==> src/rtl/assert_macros.svh <==
// Assertion macros used by the top-level formatter unit.
`ifndef ASSERT_MACROS_SVH
`define ASSERT_MACROS_SVH

// Checked only out of reset.
`define IFF_ASSERT(lbl, clk_s, rst_s, prop, msg) \
  lbl: assert property (@(posedge clk_s) disable iff (!rst_s) prop) else $error(msg);

// Checked at every edge, reset included.
`define IFF_ASSERT_ALWAYS(lbl, clk_s, prop, msg) \
  lbl: assert property (@(posedge clk_s) prop) else $error(msg);

`endif

==> src/rtl/iff_pkg.sv <==
// Types, codes and constants of the integer field formatter.
package iff_pkg;

  localparam int DEF_MAX_WIDTH     = 60;
  localparam int DEF_MAX_PRECISION = 40;

  localparam int VAL_W  = 64;               // pointer value width
  localparam int NUM_W  = 32;               // numeric modes width
  localparam int NIB_N  = VAL_W / 4;        // digit slots
  localparam int CNT_W  = 7;                // character counts and positions
  localparam int STEP_W = $clog2(NUM_W);    // conversion step counter
  localparam int NDIG_W = $clog2(NIB_N) + 1;
  localparam int DP_W   = $clog2(NIB_N);

  typedef enum logic [2:0] {
    MODE_SDEC = 3'd0,
    MODE_UDEC = 3'd1,
    MODE_LHEX = 3'd2,
    MODE_UHEX = 3'd3,
    MODE_PTR  = 3'd4
  } mode_t;

  localparam logic [7:0] CH_SPACE   = 8'h20;
  localparam logic [7:0] CH_PLUS    = 8'h2B;
  localparam logic [7:0] CH_MINUS   = 8'h2D;
  localparam logic [7:0] CH_ZERO    = 8'h30;
  localparam logic [7:0] CH_LOWER_X = 8'h78;
  localparam logic [7:0] CH_UPPER_A = 8'h41;
  localparam logic [7:0] CH_LOWER_A = 8'h61;
  localparam logic [7:0] CH_NUL     = 8'h00;

  typedef enum logic [2:0] {
    ST_IDLE,
    ST_CONV,
    ST_SIZE,
    ST_PLAN,
    ST_EMIT
  } state_t;

  typedef struct packed {
    logic load;
    logic conv;
    logic size;
    logic plan;
    logic emit;
  } cmd_t;

  typedef struct packed {
    logic is_dec;
    logic conv_last;
    logic emit_last;
    logic out_free;
  } stat_t;

  function automatic logic [7:0] hex_char(input logic [3:0] nib, input logic upper);
    logic [7:0] base;
    base = upper ? CH_UPPER_A : CH_LOWER_A;
    if (nib < 4'd10) return CH_ZERO + {4'd0, nib};
    else return base + {4'd0, nib} - 8'd10;
  endfunction

endpackage

==> src/rtl/integer_field_formatter_unit.sv <==
// Integer field formatter: printf-style integer conversion, one character per beat.
//
// Input channel (in_*): one conversion request per beat: mode, 64-bit value,
// flags, width and precision (negative precision means none given).
// Output channel (out_*): the characters of the field in order, one per beat;
// the final beat has out_last set and carries out_total_count. An empty field
// gives a single beat with out_char_valid low and out_last high.
// Flow: decimal modes run a binary to BCD shift loop over the 32-bit magnitude
// and then the size and plan steps; hex and pointer modes skip the loop. The
// characters then follow at one per cycle while out_ready does not hold the
// output. One request is worked at a time; a field holds at most 60 characters.
// in_ready is high only between requests; the next request may be accepted
// while the last character still sits in the output register.
// When out_ready is low the output register holds its beat and emission pauses.
// Reset (rst_n low, synchronous) returns the sequencer to idle and drops out_valid.
`include "assert_macros.svh"

module integer_field_formatter_unit import iff_pkg::*; #(
  parameter int MAX_WIDTH     = DEF_MAX_WIDTH,
  parameter int MAX_PRECISION = DEF_MAX_PRECISION
) (
  input  logic              clk,
  input  logic              rst_n,
  input  logic              in_valid,
  output logic              in_ready,
  input  logic [2:0]        in_mode,
  input  logic [63:0]       in_value,
  input  logic              in_left_align,
  input  logic              in_zero_pad,
  input  logic              in_plus_sign,
  input  logic              in_space_sign,
  input  logic [5:0]        in_width,
  input  logic signed [6:0] in_precision,
  output logic              out_valid,
  input  logic              out_ready,
  output logic [7:0]        out_character,
  output logic              out_char_valid,
  output logic              out_last,
  output logic [5:0]        out_total_count
);

  cmd_t  cmd;
  stat_t stat;

  iff_ctrl u_ctrl (
    .clk      (clk),
    .rst_n    (rst_n),
    .in_valid (in_valid),
    .in_ready (in_ready),
    .stat     (stat),
    .cmd      (cmd)
  );

  iff_dpath #(
    .MAX_WIDTH     (MAX_WIDTH),
    .MAX_PRECISION (MAX_PRECISION)
  ) u_dpath (
    .clk             (clk),
    .rst_n           (rst_n),
    .cmd             (cmd),
    .stat            (stat),
    .in_mode         (in_mode),
    .in_value        (in_value),
    .in_left_align   (in_left_align),
    .in_zero_pad     (in_zero_pad),
    .in_plus_sign    (in_plus_sign),
    .in_space_sign   (in_space_sign),
    .in_width        (in_width),
    .in_precision    (in_precision),
    .out_valid       (out_valid),
    .out_ready       (out_ready),
    .out_character   (out_character),
    .out_char_valid  (out_char_valid),
    .out_last        (out_last),
    .out_total_count (out_total_count)
  );

  `IFF_ASSERT(a_busy_after_accept, clk, rst_n, (in_valid && in_ready) |=> !in_ready, "accepted a second request back to back")
  `IFF_ASSERT(a_empty_is_last, clk, rst_n, (out_valid && !out_char_valid) |-> out_last, "empty-field beat without last")
  `IFF_ASSERT(a_count_on_last, clk, rst_n, (out_valid && out_last) |-> ((out_total_count != 6'd0) == out_char_valid), "total count disagrees with char_valid")
  `IFF_ASSERT_ALWAYS(a_reset_drops_out, clk, !rst_n |=> !out_valid, "out_valid high after reset")

endmodule

==> src/rtl/iff_ctrl.sv <==
// Sequencer of the formatter: load, convert, size, plan, emit.
module iff_ctrl import iff_pkg::*; (
  input  logic  clk,
  input  logic  rst_n,
  input  logic  in_valid,
  output logic  in_ready,
  input  stat_t stat,
  output cmd_t  cmd
);

  state_t state_r, state_nxt;

  always_ff @(posedge clk) begin
    if (!rst_n) state_r <= ST_IDLE;
    else state_r <= state_nxt;
  end

  always_comb begin
    state_nxt = state_r;
    cmd       = '0;
    in_ready  = 1'b0;
    unique case (state_r)
      ST_IDLE: begin
        in_ready = 1'b1;
        if (in_valid) begin
          cmd.load  = 1'b1;
          state_nxt = ST_CONV;
        end
      end
      ST_CONV: begin
        if (stat.is_dec) begin
          cmd.conv = 1'b1;
          if (stat.conv_last) state_nxt = ST_SIZE;
        end else begin
          state_nxt = ST_SIZE;
        end
      end
      ST_SIZE: begin
        cmd.size  = 1'b1;
        state_nxt = ST_PLAN;
      end
      ST_PLAN: begin
        cmd.plan  = 1'b1;
        state_nxt = ST_EMIT;
      end
      ST_EMIT: begin
        cmd.emit = stat.out_free;
        if (stat.out_free && stat.emit_last) state_nxt = ST_IDLE;
      end
      default: state_nxt = ST_IDLE;
    endcase
  end

endmodule

==> src/rtl/iff_dpath.sv <==
// Datapath: operand registers, binary to BCD shifter, field sizing, output register.
module iff_dpath import iff_pkg::*; #(
  parameter int MAX_WIDTH     = DEF_MAX_WIDTH,
  parameter int MAX_PRECISION = DEF_MAX_PRECISION
) (
  input  logic              clk,
  input  logic              rst_n,
  input  cmd_t              cmd,
  output stat_t             stat,
  input  logic [2:0]        in_mode,
  input  logic [VAL_W-1:0]  in_value,
  input  logic              in_left_align,
  input  logic              in_zero_pad,
  input  logic              in_plus_sign,
  input  logic              in_space_sign,
  input  logic [5:0]        in_width,
  input  logic signed [6:0] in_precision,
  output logic              out_valid,
  input  logic              out_ready,
  output logic [7:0]        out_character,
  output logic              out_char_valid,
  output logic              out_last,
  output logic [5:0]        out_total_count
);

  // item operands
  logic [2:0]        mode_r;
  logic              la_r, zp_r, has_prec_r;
  logic [5:0]        w_r, p_r;
  logic [1:0]        npre_r;
  logic [7:0]        pre0_r, pre1_r;
  logic [VAL_W-1:0]  dig_r, dig_nxt;
  logic [NUM_W-1:0]  sh_r;
  logic [STEP_W-1:0] step_r;

  // sizing and plan
  logic [NDIG_W-1:0] ndig_r;
  logic [CNT_W-1:0]  lz_r, pad_r, total_r;
  logic [CNT_W-1:0]  b1_r, b2_r, b3_r, b4_r, k_r;
  logic [DP_W-1:0]   dp_r;

  // output register
  logic              out_valid_r;
  logic [7:0]        out_char_r;
  logic              out_cv_r, out_last_r;
  logic [5:0]        out_cnt_r;

  // load-side decode
  logic [NUM_W-1:0]  low, mag;
  logic              neg;
  logic [5:0]        w_sat, p_sat;

  always_comb begin
    low   = in_value[NUM_W-1:0];
    neg   = (in_mode == MODE_SDEC) && low[NUM_W-1];
    mag   = neg ? (NUM_W'(0) - low) : low;
    w_sat = ({1'b0, in_width} > 7'(MAX_WIDTH)) ? 6'(MAX_WIDTH) : in_width;
    p_sat = ({1'b0, in_precision[5:0]} > 7'(MAX_PRECISION)) ?
            6'(MAX_PRECISION) : in_precision[5:0];
  end

  // one double-dabble step: add 3 to every BCD digit >= 5, then shift in a bit
  always_comb begin
    dig_nxt = dig_r;
    for (int i = 0; i < NIB_N; i++) begin
      if (dig_r[4*i +: 4] >= 4'd5) dig_nxt[4*i +: 4] = dig_r[4*i +: 4] + 4'd3;
    end
    dig_nxt = {dig_nxt[VAL_W-2:0], sh_r[NUM_W-1]};
  end

  always_ff @(posedge clk) begin
    if (cmd.load) begin
      mode_r     <= in_mode;
      la_r       <= in_left_align;
      zp_r       <= in_zero_pad;
      has_prec_r <= !in_precision[6];
      w_r        <= w_sat;
      p_r        <= p_sat;
      sh_r       <= mag;
      step_r     <= '0;
      npre_r     <= 2'd0;
      pre0_r     <= CH_SPACE;
      pre1_r     <= CH_LOWER_X;
      if (in_mode == MODE_PTR) begin
        npre_r <= 2'd2;
        pre0_r <= CH_ZERO;
      end else if (in_mode == MODE_SDEC) begin
        if (neg) begin
          npre_r <= 2'd1;
          pre0_r <= CH_MINUS;
        end else if (in_plus_sign) begin
          npre_r <= 2'd1;
          pre0_r <= CH_PLUS;
        end else if (in_space_sign) begin
          npre_r <= 2'd1;
        end
      end
      if (in_mode == MODE_PTR) dig_r <= in_value;
      else if (in_mode == MODE_LHEX || in_mode == MODE_UHEX) dig_r <= VAL_W'(mag);
      else dig_r <= '0;
    end else if (cmd.conv) begin
      dig_r  <= dig_nxt;
      sh_r   <= {sh_r[NUM_W-2:0], 1'b0};
      step_r <= step_r + 1'b1;
    end
  end

  // field sizing
  logic              is_num, is_ptr;
  logic [NDIG_W-1:0] ndig_raw, ndig;
  logic [CNT_W-1:0]  ndig7, npre7, w7, p7, lzp, core0, lz, core, pad;

  always_comb begin
    is_num   = (mode_r == MODE_SDEC) || (mode_r == MODE_UDEC) ||
               (mode_r == MODE_LHEX) || (mode_r == MODE_UHEX);
    is_ptr   = (mode_r == MODE_PTR);
    ndig_raw = NDIG_W'(1);
    for (int i = 0; i < NIB_N; i++) begin
      if (dig_r[4*i +: 4] != 4'd0) ndig_raw = NDIG_W'(i + 1);
    end
    if (!(is_num || is_ptr)) ndig = '0;
    else if (is_num && has_prec_r && p_r == 6'd0 && dig_r == '0) ndig = '0;
    else ndig = ndig_raw;
    ndig7 = CNT_W'(ndig);
    npre7 = CNT_W'(npre_r);
    w7    = CNT_W'(w_r);
    p7    = CNT_W'(p_r);
    lzp   = (is_num && has_prec_r && p7 > ndig7) ? (p7 - ndig7) : '0;
    core0 = npre7 + ndig7;
    lz    = (is_num && zp_r && !la_r && !has_prec_r && w7 > core0) ? (w7 - core0) : lzp;
    core  = core0 + lz;
    pad   = (w7 > core) ? (w7 - core) : '0;
  end

  always_ff @(posedge clk) begin
    if (cmd.size) begin
      ndig_r  <= ndig;
      lz_r    <= lz;
      pad_r   <= pad;
      total_r <= core + pad;
    end
    if (cmd.plan) begin
      b1_r <= la_r ? '0 : pad_r;
      b2_r <= (la_r ? '0 : pad_r) + npre7;
      b3_r <= (la_r ? '0 : pad_r) + npre7 + lz_r;
      b4_r <= total_r - (la_r ? pad_r : '0);
      dp_r <= DP_W'(ndig_r - 1'b1);
      k_r  <= '0;
    end else if (cmd.emit) begin
      k_r <= k_r + 1'b1;
      if (k_r >= b3_r && k_r < b4_r) dp_r <= dp_r - 1'b1;
    end
  end

  // character at position k
  logic [7:0] ch;
  logic       empty, last_beat;

  always_comb begin
    empty     = (total_r == '0);
    last_beat = empty || (k_r == total_r - 1'b1);
    if (k_r < b1_r) ch = CH_SPACE;
    else if (k_r < b2_r) ch = (k_r == b1_r) ? pre0_r : pre1_r;
    else if (k_r < b3_r) ch = CH_ZERO;
    else if (k_r < b4_r) ch = hex_char(dig_r[4*dp_r +: 4], mode_r == MODE_UHEX);
    else ch = CH_SPACE;
  end

  always_ff @(posedge clk) begin
    if (!rst_n) out_valid_r <= 1'b0;
    else if (cmd.emit) out_valid_r <= 1'b1;
    else if (out_ready) out_valid_r <= 1'b0;
  end

  always_ff @(posedge clk) begin
    if (cmd.emit) begin
      out_char_r <= empty ? CH_NUL : ch;
      out_cv_r   <= !empty;
      out_last_r <= last_beat;
      out_cnt_r  <= last_beat ? total_r[5:0] : 6'd0;
    end
  end

  always_comb begin
    stat.is_dec    = (mode_r == MODE_SDEC) || (mode_r == MODE_UDEC);
    stat.conv_last = (step_r == STEP_W'(NUM_W - 1));
    stat.emit_last = last_beat;
    stat.out_free  = !out_valid_r || out_ready;
  end

  assign out_valid       = out_valid_r;
  assign out_character   = out_char_r;
  assign out_char_valid  = out_cv_r;
  assign out_last        = out_last_r;
  assign out_total_count = out_cnt_r;

endmodule
==> config.mk <==
export PLATFORM = sky130hd
export DESIGN_NAME = integer_field_formatter_unit
export DESIGN_NICKNAME = d
export VERILOG_FILES = /design/src/rtl/iff_pkg.sv /design/src/rtl/integer_field_formatter_unit.sv /design/src/rtl/iff_ctrl.sv /design/src/rtl/iff_dpath.sv
export VERILOG_INCLUDE_DIRS = /design/src /design/src/rtl
export SDC_FILE = /design/constraint.sdc
export NUM_CORES = 1
export LEC_CHECK = 0
export BUFFER_PORTS_ARGS = -buffer_cell sky130_fd_sc_hd__buf_2
export CAP_MARGIN = 20
export CORE_ASPECT_RATIO = 1.75
export CORE_MARGIN = 8
export CORE_UTILIZATION = 45
export CTS_CLUSTER_DIAMETER = 60
export DETAILED_ROUTE_END_ITERATION = 8
export HOLD_SLACK_MARGIN = 0.02
export PLACE_DENSITY = 0.74
export SLEW_MARGIN = 40
export SYNTH_ARGS = -nofsm -noshare
export SYNTH_HDL_FRONTEND = slang
export SYNTH_HIERARCHICAL = 1
export SYNTH_SLANG_ARGS = --single-unit
==> constraint.sdc <==
create_clock -name clk -period 13.86 [get_ports clk]
set_input_delay 0.693 -clock clk [delete_from_list [all_inputs] [get_ports clk]]
set_output_delay 0.693 -clock clk [all_outputs]
set_load 0.1 [all_outputs]
==> impl_metrics.toml <==
[timing]
setup-tns-final_ns = 0
slew_headroom_pct = 45.13
min_period_over_period_pct = 63.07
setup_viol_count_final = 0
hold_viol_final = 0
worst-slew-pin-transition_ns = 0.8230
max_clock_freq_mhz = 114.4
finalMaxSlewViolations = 0
rsz0062_at_grt = "no"
finalWorstPathRequiredPeriod_ns = 8.741
clock_skew_ns = 0.01701

[clocking]
clock-root-buffer = "clkbuf_16"
post_cts_resized = 0
cts_inserted_buffers = 23
clock_tree.htree_level_count = 1
cts.hold.buffers_added = 0
post_cts.repair.setup_buffers = 0
cts-root-to-sink-buffers = 3
clock_latency_ns = 0.53
number_of_clock_sinks = 207
clkTransAtPathRegs_ns = 0.06
tritoncts = "yes"

[worst_setup_path]
reg2reg_path_depth = 38
crit_path_max_fanout = 6
end_kind = "register"
worst-setup-path-type = "reg -> reg"
cpMaxStageDelayCell = "or4_1"
worst_path_largest_cell_delay_ns = 0.52
crit_top_cell = "ha_1"
regToRegEndpoint = "u_dpath/total_r[6]$_DFFE_PP_"
rr_startpoint = "u_dpath/dig_r[56]$_DFFE_PP_"
worstPathArrival_ns = 9.01
reg2reg_setup_slack_ns = 5.12
critPathRequiredTime_ns = 14.13
cp-start-kind = "register"

[synthesis]
async_flop_share_pct = 0
postSynthCellCount = 1372
ys_types = 74
synth_enable_flop_cells = 191
seq_area_frac_synth_pct = 43.86
post_synth.cell_area_avg_um2 = 10.06
synth_area_um2 = 13810
ys_ff_latch = 207
yosysTopAreaCell = "edfxtp_1"
synth_top_area_share_pct = 41.54
synth.top_cells.by_area = "edfxtp_1, ha_1, a21oi_1"
yosys_warnings = 6
postSynth.topFlopCell = "edfxtp_1"

[global_routing]
grt_first_pass_wirelength_um = 54570
gr-usage-all-layers_pct = 18.75
vias_in_the_first_global_route = 10810
grt-ovfl-total = 0
antenna_found_initial = 0
grt_start_max_net_pins = 96

[power]
power.ir.vdd_worst_mv = 0.1047
static_leakage_power_uw = 0.006069
power_density_nw_per_um2 = 149.4

[detailed_routing]
avgViaCountPerCell = 5.631
avgRoutedWirePerCell_um = 18.56
vias = 10520
drtAntennaViolNets = 0
post-route-drc-count = 0
dr.first_iter.drc_count = 464
final_routed_wirelength_across_all_metal_layers_um = 34690
drt_pre_antenna_iters = 5

[die]
design.core.area_um2 = 30520
dieArea_um2 = 36760
starting_utilization_of_the_core_area_pct = 45.23
die_x_um = 148.4
cell_rows = 85
num_io_pins = 106
floorplan.die.height_um = 247.7

[finish]
reg_top3 = "u_dpath/dig_r x64, u_dpath/sh_r x32"
filler_cell_count = 2702
diodes = 0
layout.cells.most_common = "edfxtp_1"
final_core_util_pct = 50.67
final_net_count = 1671
layout-drive-gt1-share_pct = 12.52
most-common-layout-cells = "edfxtp_1, a21oi_1, nor2_1"
area_growth_syn_to_layout_pct = 12.02
largest_register_ffs = 64
largest_register = "u_dpath/dig_r"

[placed_design]
post-dp-hpwl_um = 27060
place.port_buffers = 104
globalplace.congestion = 0.9054

[worst_hold_path]
hold_path.class = "in -> reg"
min_path_cells = 1
min_delay_worst_endpoint = "u_dpath/zp_r$_DFFE_PP_"
min-delay-start = "in_zero_pad"

[outcome]
run_status = "completed"

[flow_run]
cap_viol_max_count = 0
layer usage:
metal  wire, um  track usage (%)  up-vias
met5          0                0        -
met4       1848            10.82        0
met3       1308            2.208      100
met2      19520            37.23      278
met1      12020            17.99     5024
li1           -                -     5122
final cells by class:
| type | instances | area, um2 | area share (%) |
|---|---|---|---|
| clock inverter | 17 | 197.7 | 1.278 |
| clock buffer | 25 | 583.1 | 3.770 |
| tap | 391 | 489.2 | 3.163 |
| multi-input combinational | 1004 | 7119 | 46.04 |
| timing repair buffer | 111 | 591.8 | 3.827 |
| inverter | 114 | 427.9 | 2.767 |
| sequential | 207 | 6056 | 39.16 |
worst max-delay path: cells and delay by family, from the launching register on:
kind,cells,cell delay [ns]
AOI/OAI and AO/OA,12,2.42
xor gates and xnor gates,1,0.08
adders and majority gates,8,2.59
buffers and inverters,4,0.45
DFF,1,0.42
and+or+nand+nor,13,2.53
cells by family after synthesis:
group,synth area share (%)
adder cells (fa/ha/maj),11.55
flip-flops,43.86
AND/OR/NAND/NOR,15.20
AO/OA/AOI/OAI,14.17
buffers and inverters,4.676
XOR/XNOR,6.978
other,0.05440
multiplexers,3.516
Yosys cell counts (16+ instances only):
master,n
nand2_1,89
inv_1,112
a21o_1,17
nor2_1,120
xor2_1,41
xnor2_1,69
a21oi_1,142
nand3_1,43
nor2b_1,28
dfxtp_1,16
nor3b_1,31
mux4_2,18
o21ai_0,71
nand2b_1,25
o22ai_1,29
edfxtp_1,191
clkbuf_1,34
ha_1,113
power by group:
part           switching (uW)  leakage [uW]  internal [uW]
logic                     429       0.00375            312
clock network             256      0.000382            381
registers                97.9       0.00194            835
worst max-delay path by stage:
stage,start,to,cells after the start
final,u_dpath/dig_r[56]$_DFFE_PP_,u_dpath/total_r[6]$_DFFE_PP_,38
after global routing,u_dpath/dig_r[56]$_DFFE_PP_,u_dpath/total_r[6]$_DFFE_PP_,38
after CTS,u_dpath/dig_r[57]$_DFFE_PP_,u_dpath/total_r[6]$_DFFE_PP_,38
after detailed placement,u_dpath/dig_r[57]$_DFFE_PP_,u_dpath/total_r[6]$_DFFE_PP_,38
after global placement,u_dpath/dig_r[56]$_DFFE_PP_,u_dpath/total_r[6]$_DFFE_PP_,38
after floorplan,u_dpath/dig_r[56]$_DFFE_PP_,u_dpath/total_r[6]$_DFFE_PP_,36
stage by stage:
step	setup WS, ns	cells	total power [uW]	area, um2	hold slack [ns]
floorplan	6.202	1373	1474	13810	0.4672
global placement	5.332	1825	1654	14640	0.4811
detailed placement	5.105	1827	1682	14680	0.4973
CTS	5.077	1869	2325	15460	0.3285
global route	4.524	1869	2444	15460	0.3299
finish	5.119	1869	2311	15460	0.3468
(Power assumes the default switching activity.)
